File: src/rtl/psd_pkg.sv
// psd_pkg: shared types and constants for the parity steered deque.
// Item structs, command and status codes, default sizes.
// No dependencies.
`timescale 1ns / 1ps
`default_nettype none

package psd_pkg;

    localparam int DEF_MAX_SLOTS = 128;
    localparam int CAP_W         = 8;
    localparam logic [CAP_W-1:0] CAP_RESET = 8'd128;

    typedef enum logic {
        CMD_INSERT = 1'b0,
        CMD_READ   = 1'b1
    } command_t;

    typedef enum logic [1:0] {
        ST_OK    = 2'd0,
        ST_FULL  = 2'd1,
        ST_EMPTY = 2'd2
    } status_t;

    typedef struct packed {
        command_t           command;
        logic signed [31:0] value;
    } in_item_t;

    typedef struct packed {
        logic signed [31:0] read_data;
        status_t            status;
    } out_item_t;

endpackage

`default_nettype wire

File: src/rtl/parity_steered_deque.sv
// parity_steered_deque: circular deque of signed words, odd inserts at the
// front, even inserts at the rear, reads remove from the front.
// Depends on psd_pkg and psd_slot_ram.
//
// Usage:
//   s_valid/s_ready/s_item carry commands (insert or read), m_valid/m_ready/
//   m_item carry exactly one result item per command (data and status).
//   cfg_wr_en/cfg_wr_data set the capacity (1..MAX_SLOTS, 0 acts as 1, larger
//   values clamp) and empty the queue; write only while the block is idle.
//   An insert or a refused read gives its result in the cycle after acceptance;
//   a successful read gives it from the output register once the registered
//   read data of the slot store is there. Inserts may be taken every cycle, a
//   read holds off the next item for one extra cycle while the store is read.
//   A result waiting in the output register does not block acceptance as
//   long as it is taken in the same cycle; while m_ready is low and a
//   result is held, s_ready stays low.
//   After reset the queue is empty, the capacity is 128 and no result is
//   pending; the slot store is not cleared, no unwritten slot is ever read.
`timescale 1ns / 1ps
`default_nettype none

module parity_steered_deque #(
    parameter int MAX_SLOTS = psd_pkg::DEF_MAX_SLOTS
) (
    input  wire logic                         aclk,
    input  wire logic                         aresetn,
    input  wire logic                         cfg_wr_en,
    input  wire logic [psd_pkg::CAP_W-1:0]    cfg_wr_data,
    input  wire logic                         s_valid,
    output logic                              s_ready,
    input  wire psd_pkg::in_item_t            s_item,
    output logic                              m_valid,
    input  wire logic                         m_ready,
    output psd_pkg::out_item_t                m_item
);
    import psd_pkg::*;

    localparam int IW = $clog2(MAX_SLOTS);
    localparam int LW = (IW + 1 > CAP_W) ? IW + 1 : CAP_W;

    typedef enum logic {
        S_IDLE,
        S_READ_WAIT
    } state_t;

    state_t            state_reg;
    logic [CAP_W-1:0]  capacity_reg;
    logic [IW-1:0]     front_reg, front_next;
    logic [IW-1:0]     rear_reg, rear_next;
    logic              empty_reg, empty_next;
    logic              m_valid_reg;
    out_item_t         m_item_reg;

    logic [LW-1:0]     live_cap;
    logic [LW-1:0]     rear_inc, front_inc;
    logic [IW-1:0]     rear_wrap, front_wrap;
    logic [IW-1:0]     front_dec;
    logic              full;
    logic              accept;
    logic              is_read;

    logic              wr_en;
    logic [IW-1:0]     wr_addr;
    logic              rd_en;
    logic signed [31:0] rd_data;
    status_t           status_now;

    always_comb begin
        if (capacity_reg == '0) begin
            live_cap = LW'(1);
        end else if (LW'(capacity_reg) > LW'(MAX_SLOTS)) begin
            live_cap = LW'(MAX_SLOTS);
        end else begin
            live_cap = LW'(capacity_reg);
        end
    end

    assign rear_inc   = LW'(rear_reg) + LW'(1);
    assign front_inc  = LW'(front_reg) + LW'(1);
    assign rear_wrap  = (rear_inc >= live_cap) ? '0 : rear_inc[IW-1:0];
    assign front_wrap = (front_inc >= live_cap) ? '0 : front_inc[IW-1:0];
    assign front_dec  = (front_reg == '0) ? IW'(live_cap - LW'(1))
                                          : front_reg - IW'(1);
    assign full       = !empty_reg && (rear_wrap == front_reg);

    assign s_ready = (state_reg == S_IDLE) && (!m_valid_reg || m_ready);
    assign accept  = s_valid && s_ready;
    assign is_read = (s_item.command == CMD_READ);

    always_comb begin
        front_next = front_reg;
        rear_next  = rear_reg;
        empty_next = empty_reg;
        wr_en      = 1'b0;
        wr_addr    = '0;
        rd_en      = 1'b0;
        status_now = ST_OK;
        if (accept) begin
            if (!is_read) begin
                priority if (full) begin
                    status_now = ST_FULL;
                end else if (empty_reg) begin
                    front_next = '0;
                    rear_next  = '0;
                    empty_next = 1'b0;
                    wr_en      = 1'b1;
                    wr_addr    = '0;
                end else if (s_item.value[0]) begin
                    front_next = front_dec;
                    wr_en      = 1'b1;
                    wr_addr    = front_dec;
                end else begin
                    rear_next  = rear_wrap;
                    wr_en      = 1'b1;
                    wr_addr    = rear_wrap;
                end
            end else begin
                if (empty_reg) begin
                    status_now = ST_EMPTY;
                end else begin
                    rd_en = 1'b1;
                    if (front_reg == rear_reg) begin
                        front_next = '0;
                        rear_next  = '0;
                        empty_next = 1'b1;
                    end else begin
                        front_next = front_wrap;
                    end
                end
            end
        end
    end

    psd_slot_ram #(
        .MAX_SLOTS (MAX_SLOTS),
        .IW        (IW)
    ) u_slots (
        .aclk    (aclk),
        .wr_en   (wr_en),
        .wr_addr (wr_addr),
        .wr_data (s_item.value),
        .rd_en   (rd_en),
        .rd_addr (front_reg),
        .rd_data (rd_data)
    );

    always_ff @(posedge aclk) begin
        if (!aresetn) begin
            state_reg    <= S_IDLE;
            capacity_reg <= CAP_RESET;
            front_reg    <= '0;
            rear_reg     <= '0;
            empty_reg    <= 1'b1;
            m_valid_reg  <= 1'b0;
        end else begin
            if (cfg_wr_en) begin
                capacity_reg <= cfg_wr_data;
                front_reg    <= '0;
                rear_reg     <= '0;
                empty_reg    <= 1'b1;
            end else begin
                front_reg <= front_next;
                rear_reg  <= rear_next;
                empty_reg <= empty_next;
            end

            unique case (state_reg)
                S_IDLE: begin
                    if (accept && rd_en) begin
                        state_reg   <= S_READ_WAIT;
                        m_valid_reg <= 1'b0;
                    end else if (accept) begin
                        m_valid_reg          <= 1'b1;
                        m_item_reg.read_data <= '0;
                        m_item_reg.status    <= status_now;
                    end else if (m_ready) begin
                        m_valid_reg <= 1'b0;
                    end
                end
                S_READ_WAIT: begin
                    // output register was freed when the read was taken
                    m_valid_reg          <= 1'b1;
                    m_item_reg.read_data <= rd_data;
                    m_item_reg.status    <= ST_OK;
                    state_reg            <= S_IDLE;
                end
            endcase
        end
    end

    assign m_valid = m_valid_reg;
    assign m_item  = m_item_reg;

endmodule

`default_nettype wire

File: src/rtl/psd_slot_ram.sv
// psd_slot_ram: slot store of the deque, one write and one read port.
// Read data registered.
// Depends on psd_pkg for the default depth.
`timescale 1ns / 1ps
`default_nettype none

module psd_slot_ram #(
    parameter int MAX_SLOTS = psd_pkg::DEF_MAX_SLOTS,
    parameter int IW        = $clog2(MAX_SLOTS)
) (
    input  wire logic                aclk,
    input  wire logic                wr_en,
    input  wire logic [IW-1:0]       wr_addr,
    input  wire logic signed [31:0]  wr_data,
    input  wire logic                rd_en,
    input  wire logic [IW-1:0]       rd_addr,
    output logic signed [31:0]       rd_data
);
    import psd_pkg::*;

    logic signed [31:0] mem [MAX_SLOTS];
    logic signed [31:0] rd_data_reg;

    always_ff @(posedge aclk) begin
        if (wr_en) begin
            mem[wr_addr] <= wr_data;
        end
        if (rd_en) begin
            rd_data_reg <= mem[rd_addr];
        end
    end

    assign rd_data = rd_data_reg;

endmodule

`default_nettype wire

File: config.mk
export PLATFORM = sky130hd
export DESIGN_NAME = parity_steered_deque
export DESIGN_NICKNAME = d
export VERILOG_FILES = /design/src/rtl/psd_pkg.sv /design/src/rtl/parity_steered_deque.sv /design/src/rtl/psd_slot_ram.sv
export SDC_FILE = /design/constraint.sdc
export NUM_CORES = 2
export LEC_CHECK = 0
export ABC_AREA = 1
export BUFFER_PORTS_ARGS = -buffer_cell sky130_fd_sc_hd__buf_2
export CORE_MARGIN = 1
export CORE_UTILIZATION = 36
export DETAILED_ROUTE_END_ITERATION = 7
export MAX_ROUTING_LAYER = met4
export PLACE_DENSITY = 0.6
export SETUP_SLACK_MARGIN = 0.15
export SLEW_MARGIN = 10
export SYNTH_ARGS = -nofsm -noshare
export SYNTH_HDL_FRONTEND = slang
export SYNTH_SLANG_ARGS = --single-unit
File: constraint.sdc
create_clock -name aclk -period 6.05 [get_ports aclk]
set_input_delay 0.9075 -clock aclk [delete_from_list [all_inputs] [get_ports aclk]]
set_output_delay 0.9075 -clock aclk [all_outputs]
set_load 0.02 [all_outputs]
# Word-level counts from Yosys, hierarchy flattened
# Memory sizes are Yosys's and may differ from the RTL's. A register that Yosys moved wholly into a read port is not among the register bits.
# Index checks and enable logic that the tools add are counted.
# classes
add_sub_neg	4
magnitude_cmp	3
n_eq_ne	9
mux	46
bitwise_logic	2
reduce_logical	15
# ops
operator	n
$mux 7	20
$mux 34	2
$pmux 34 s2	1
$mux 1	17
$add 7x1->8 const B	2
$ge 8x8->1	2
$mux 8	2
$eq 7x7->1	2
$sub 7x1->7 const B	2
$gt 8x8->1 const B	1
$logic_not 8->1	1
$ne 2x2->1 const B	4
$logic_not 7->1	1
$reduce_and 5->1	1
$logic_and 1x1->1	4
$mux 2	2
$ne 4x3->1 const B	1
$pmux 1 s2	2
$reduce_and 4->1	1
$ne 3x1->1 const B	1
$reduce_and 3->1	1
$reduce_bool 3->1	1
$logic_not 1->1	2
$ne 2x1->1 const B	1
4 further kinds	5
# word_totals
register_bits	59
ram_bits	4096
out_inout_bits	36
elab_cells	88
mem_count	1
# memory_table
name	words	word_bits	read_ports	rd_ports_with_merged_regs	wr	line	rtl
u_slots.mem	128	32	1	1	1	psd_slot_ram.sv:21	logic signed [31:0] mem [MAX_SLOTS];

# Longest topological paths before layout
# logic_depth
depth_word	12
mapped_depth	24

# Modules after synthesis
# Synthesis repeated with hierarchy kept, for this count alone.
# hier_totals
cells_unflattened	13921
hier_area_um2	168798.1
# modules_own_cells
mod	instances	cells_each	area_per_inst_um2	seq_area_each_um2
psd_slot_ram	1	13389	164954.5	123958.9
parity_steered_deque	1	532	3843.7	1521.5

# Worst setup path before layout
# Ideal clock, no wire load.
# synth_timing
kind	flip-flop to flip-flop
startpoint	register front_reg[0]
endpoint	memory u_slots.mem[66][0], enable pin
setup_time_ns	0.421
arrival_ns	4.674
slack_ns	0.955
stages_incl_launch_ff	23
synth_period_minus_slack_ns	5.095
path_cell_list	dfxtp_1 > inv_2 > buf_2 > clkbuf_1 > clkbuf_1 > buf_2 > ha_1 > nand2_4 > nor2_8 > nand2_4 > inv_2 > nand3_2 > nand2_2 > ha_1 > nand2_1 > nor2_2 > nand2_1 > or2_4 > nand3_4 > inv_2 > nor2_8 > nand3_4 > nor2_1
# synth_between
elab_chain_cells	7
word_cells_on_any_way	15
cone_classes	1 x add/sub; 1 x eq/ne; 11 x mux; 2 x reduce/logical
# synth_lines
element	line	rtl
start: declaration	parity_steered_deque.sv:48	logic [IW-1:0] front_reg, front_next;
start signal: assignment	parity_steered_deque.sv:162	front_reg <= front_next;
$sub 7x1->7, or another cell as far along	parity_steered_deque.sv:83	: front_reg - IW'(1);
$mux 7 / $logic_and 1x1->1 (equally long branches)	parity_steered_deque.sv:82, parity_steered_deque.sv:84	
$mux 7 / $mux 1 (equally long branches)	parity_steered_deque.sv:108, parity_steered_deque.sv:100	
$mux 7 / $mux 1 (equally long branches)	parity_steered_deque.sv:102, parity_steered_deque.sv:99	
$mux 7 / $mux 1 (equally long branches)	parity_steered_deque.sv:100, parity_steered_deque.sv:98	
$mux 7 / $mux 1 (equally long branches)	parity_steered_deque.sv:99, psd_slot_ram.sv:25	
$mux 7 / $mux 1 (equally long branches)	parity_steered_deque.sv:98, psd_slot_ram.sv:26	
end: declaration	psd_slot_ram.sv:21	
# Several ways; a longest one is shown, not always the timed one.

# Worst setup path after layout
# layout_timing
startpoint	register rear_reg[0]
endpoint	memory u_slots.mem[65][28], enable pin
# layout_between
elab_chain_cells	10
word_cells_on_any_way	15
cone_classes	1 x add/sub; 1 x order compare; 1 x eq/ne; 11 x mux; 1 x reduce/logical
# layout_lines
element	line	rtl
start: declaration	parity_steered_deque.sv:49	logic [IW-1:0] rear_reg, rear_next;
start signal: assignment	parity_steered_deque.sv:163	rear_reg <= rear_next;
$add 7x1->8 *	parity_steered_deque.sv:78	assign rear_inc = LW'(rear_reg) + LW'(1);
$ge 8x8->1	parity_steered_deque.sv:80	assign rear_wrap = (rear_inc >= live_cap) ? '0 : rear_inc[IW-1:0];
$mux 7 *	parity_steered_deque.sv:80	
$eq 7x7->1	parity_steered_deque.sv:84	assign full = !empty_reg && (rear_wrap == front_reg);
$logic_and 1x1->1	parity_steered_deque.sv:84	
$mux 1	parity_steered_deque.sv:100	priority if (full) begin
$mux 1	parity_steered_deque.sv:99	if (!is_read) begin
$mux 1	parity_steered_deque.sv:98	if (accept) begin
$mux 1	psd_slot_ram.sv:25	if (wr_en) begin
$mux 1 (not written as such)	psd_slot_ram.sv:26	mem[wr_addr] <= wr_data;
# Mark *: on every way between the ends. The rest lies on a longest branch, timed or not.

==> results.tsv <==
stage	metric	value	unit
drt	wl	532000	µm
min_path	holdCritStartpoint	s_item[17]	
cts	cts_buffers	420	
logic_synthesis	synth_edf_count	4162	
global_routing	grt_max_degree	205	
sta	finalClockSkew	0.0585	ns
drt	drc_errors	0	
logic_synthesis	synth_fa_ha_area_frac	0.00152	
logic_synthesis	synthSimpleGateAreaFrac	0.0894	
die	num_rows	248	
drt	dr.pass1.iters	7	
drt	drt-initial-drc-count	16100	
die	initial_core_util	0.362	
final_layout	largest_register_ffs	4096	
cts	cts_resized	0	
cts	root_buffer	clkbuf_16	
global_routing	grt_pass1_vias	97900	
global_routing	overflow	0	
die	fp.dieArea	461000	µm²
logic_synthesis	syn-num-nets	12500	
final_layout	areaGrowthSynthToFinish	13.3	%
global_routing	track_usage	0.228	
outcome	outcome	complete, no violations	
flow_run	maxCapViolCount	0	
worst_setup_path	r2r-start	rear_reg[0]	
cts	clock_sinks	4187	
die	fp.dieW	679	µm
min_path	hp-class	in2reg	
cts	cts_max_path_buffers	4	
min_path	hold_end	u_slots.mem[79][17]	
logic_synthesis	synth.area.mux_share	0.0000606	
logic_synthesis	synth_top_area_share	0.757	
worst_setup_path	critPathMaxFanout	32	
logic_synthesis	synth_compound_area_frac	0.123	
placement	dp_hpwl	306000	µm
placement	port_buffers	81	
sta	max-slew-margin-rel	0.0657	
power_and_ir_drop	leakage	59.5	nW
min_path	whs_path_depth	1	
cts	clkSlewWorstSetupHoldPaths	0.06	ns
sta	worst_slew_pin_slew	1.39	ns
logic_synthesis	syn_area_per_cell	13.3	µm²
worst_setup_path	worst-endpoint-required	6.65	ns
final_layout	mostFrequentLayoutCell	edfxtp_1	
global_routing	grt_pass1_wl	744000	µm
global_routing	antenna_found_initial	46	
logic_synthesis	synthCells	12400	
drt	avgViaCountPerCell	5.72	
worst_setup_path	r2r_end	u_slots.mem[65][28]	
placement	gp_congestion	0.952	
logic_synthesis	synthFlopType	edfxtp_1	
logic_synthesis	synth_top_cell_by_area	edfxtp_1	
sta	rsz0062_at_grt	false	
die	core	456000	µm²
die	pin_count	82	
logic_synthesis	ys_ff_latch	4187	
sta	report.final.slew_viol_count	0	
cts	cts-htree-levels	5	
die	fp.dieH	679	µm
worst_setup_path	rrSetupSlack	0.68	ns
sta	min_period	5.37	ns
power_and_ir_drop	powerDensity	325	nW/µm²
worst_setup_path	critical_path_class	reg2reg	
logic_synthesis	seq_area_frac_synth	0.760	
final_layout	final_cell_mix	edfxtp_1 (4,162), nor2_1 (2,271), o21ai_0 (2,253), nand2_1 (823), o22ai_1 (665)	
logic_synthesis	synth_area_leaders	edfxtp_1 (76%), o21ai_0 (6.8%), nor2_1 (5.4%)	
sta	hold_viol	0	
cts	cts_tree	done	
logic_synthesis	syn_area	165000	µm²
final_layout	drive_above_1_share	0.0934	
sta	period_share	0.888	
power_and_ir_drop	vdd_ir_drop_max	0.000253	V
power_and_ir_drop	finalPower	0.0607	W
cts	ctsHoldBuffers	0	
cts	cts_setup_buffers	0	
worst_setup_path	worstPathArrival	5.97	ns
logic_synthesis	synthArstFlopShare	0	
drt	vias	108000	
logic_synthesis	synth.distinct_cells	53	
worst_setup_path	end_kind	register	
sta	max_freq	186	MHz
sta	setup_viol	0	
worst_setup_path	reg2reg_depth	19	
sta	tns	0	ns
logic_synthesis	synth_top_family_by_area	compound AO/OA/AOI/OAI gates	
drt	wl_per_cell	28.1	µm
cts	clkLatencyLatePin	1.00	ns
logic_synthesis	yosys_warnings	0	
logic_synthesis	synth_xor_area_frac	0.000584	
final_layout	nNetsFinal	12400	
drt	ant_nets	0	
worst_setup_path	cp-start-kind	register	
-- Yosys cell counts, types with 16 or more instances --
master	n
edfxtp_1	4162
nor2_1	2386
o21ai_0	2254
nand2_1	824
o22ai_1	665
clkbuf_1	629
o221ai_1	358
nand3_1	296
buf_2	213
a21oi_1	121
inv_1	85
o211ai_1	76
nor3_1	55
buf_1	49
a31oi_1	44
dfxtp_1	25
ha_1	20
nor2_2	19
nand4_1	16
-- metrics by stage --
stage	hold WS, ns	area, µm²	setup slack [ns]	utilization	std cells
CTS	0.105	187000	0.855	0.409	18800
finish	0.154	187000	0.678	0.410	18900
global route	0.139	187000	0.484	0.410	18900
global placement	0.486	174000	0.716	0.380	18100
detailed placement	0.473	174000	0.875	0.380	18100
floorplan	0.447	165000	0.955	-	12400
-- per-layer routing --
layer  vias to the layer above  GRT usage  wire length, µm
met5                         -          -                0
met4                         0     0.0878            22600
met3                       770     0.0427            55600
met2                      6043      0.328           234000
met1                     54700      0.319           219000
li1                      46500          -                -
-- worst max path at each step --
stage | start | endpoint | slack [ns] | cells past startpoint
6_report | rear_reg[0] | u_slots.mem[65][28] | 0.68 | 19
5_1_grt | rear_reg[0] | u_slots.mem[65][10] | 0.48 | 19
4_1_cts | rear_reg[0] | u_slots.mem[65][10] | 0.86 | 19
3_5_place_dp | rear_reg[0] | u_slots.mem[71][21] | 0.87 | 17
3_3_place_gp | rear_reg[0] | u_slots.mem[71][13] | 0.72 | 17
2_1_floorplan | front_reg[0] | u_slots.mem[66][0] | 0.96 | 22
-- report_power, final --
group,switching (W),internal (W)
Clock,0.0112,0.0144
Combinational,0.00255,0.000642
Sequential,0.0000301,0.0319
Total,0.0138,0.0470
-- cell type report --
type	count	area (µm²)
Antenna cell	65	163
Clock buffer	534	11100
Clock inverter	225	2200
Fill cell	41900	269000
Inverter	101	414
Multi-Input combinational cell	7248	36500
Sequential cell	4187	126000
Tap cell	6125	7660
Timing Repair Buffer	401	3580
-- logic make-up after synthesis --
logic type | after synthesis
flip-flops | 4187
multiplexers | 1
XOR/XNOR | 11
buffers and inverters | 1009
AND/OR/NAND/NOR | 3656
adder cells (fa/ha/maj) | 20
AO/OA/AOI/OAI | 3560
-- critical path, stage by stage (launching register included) --
cell and delay [ns]:
dfxtp_1 0.52, ha_1 0.34, xor2_1 0.40, ha_1 0.32, nand2_1 0.08, nor2_1 0.05, nor2_1 0.09, nand2_1 0.09
nand2_2 0.30, nand3_1 0.22, nand2_1 0.10, nand2_1 0.06, nor2_1 0.14, nand2_1 0.14, nor2_4 0.18, nor2_8 0.08
o211ai_2 0.09, nand2_2 0.50, buf_4 0.42, nor2_4 0.80
(Power assumes the default switching activity.)
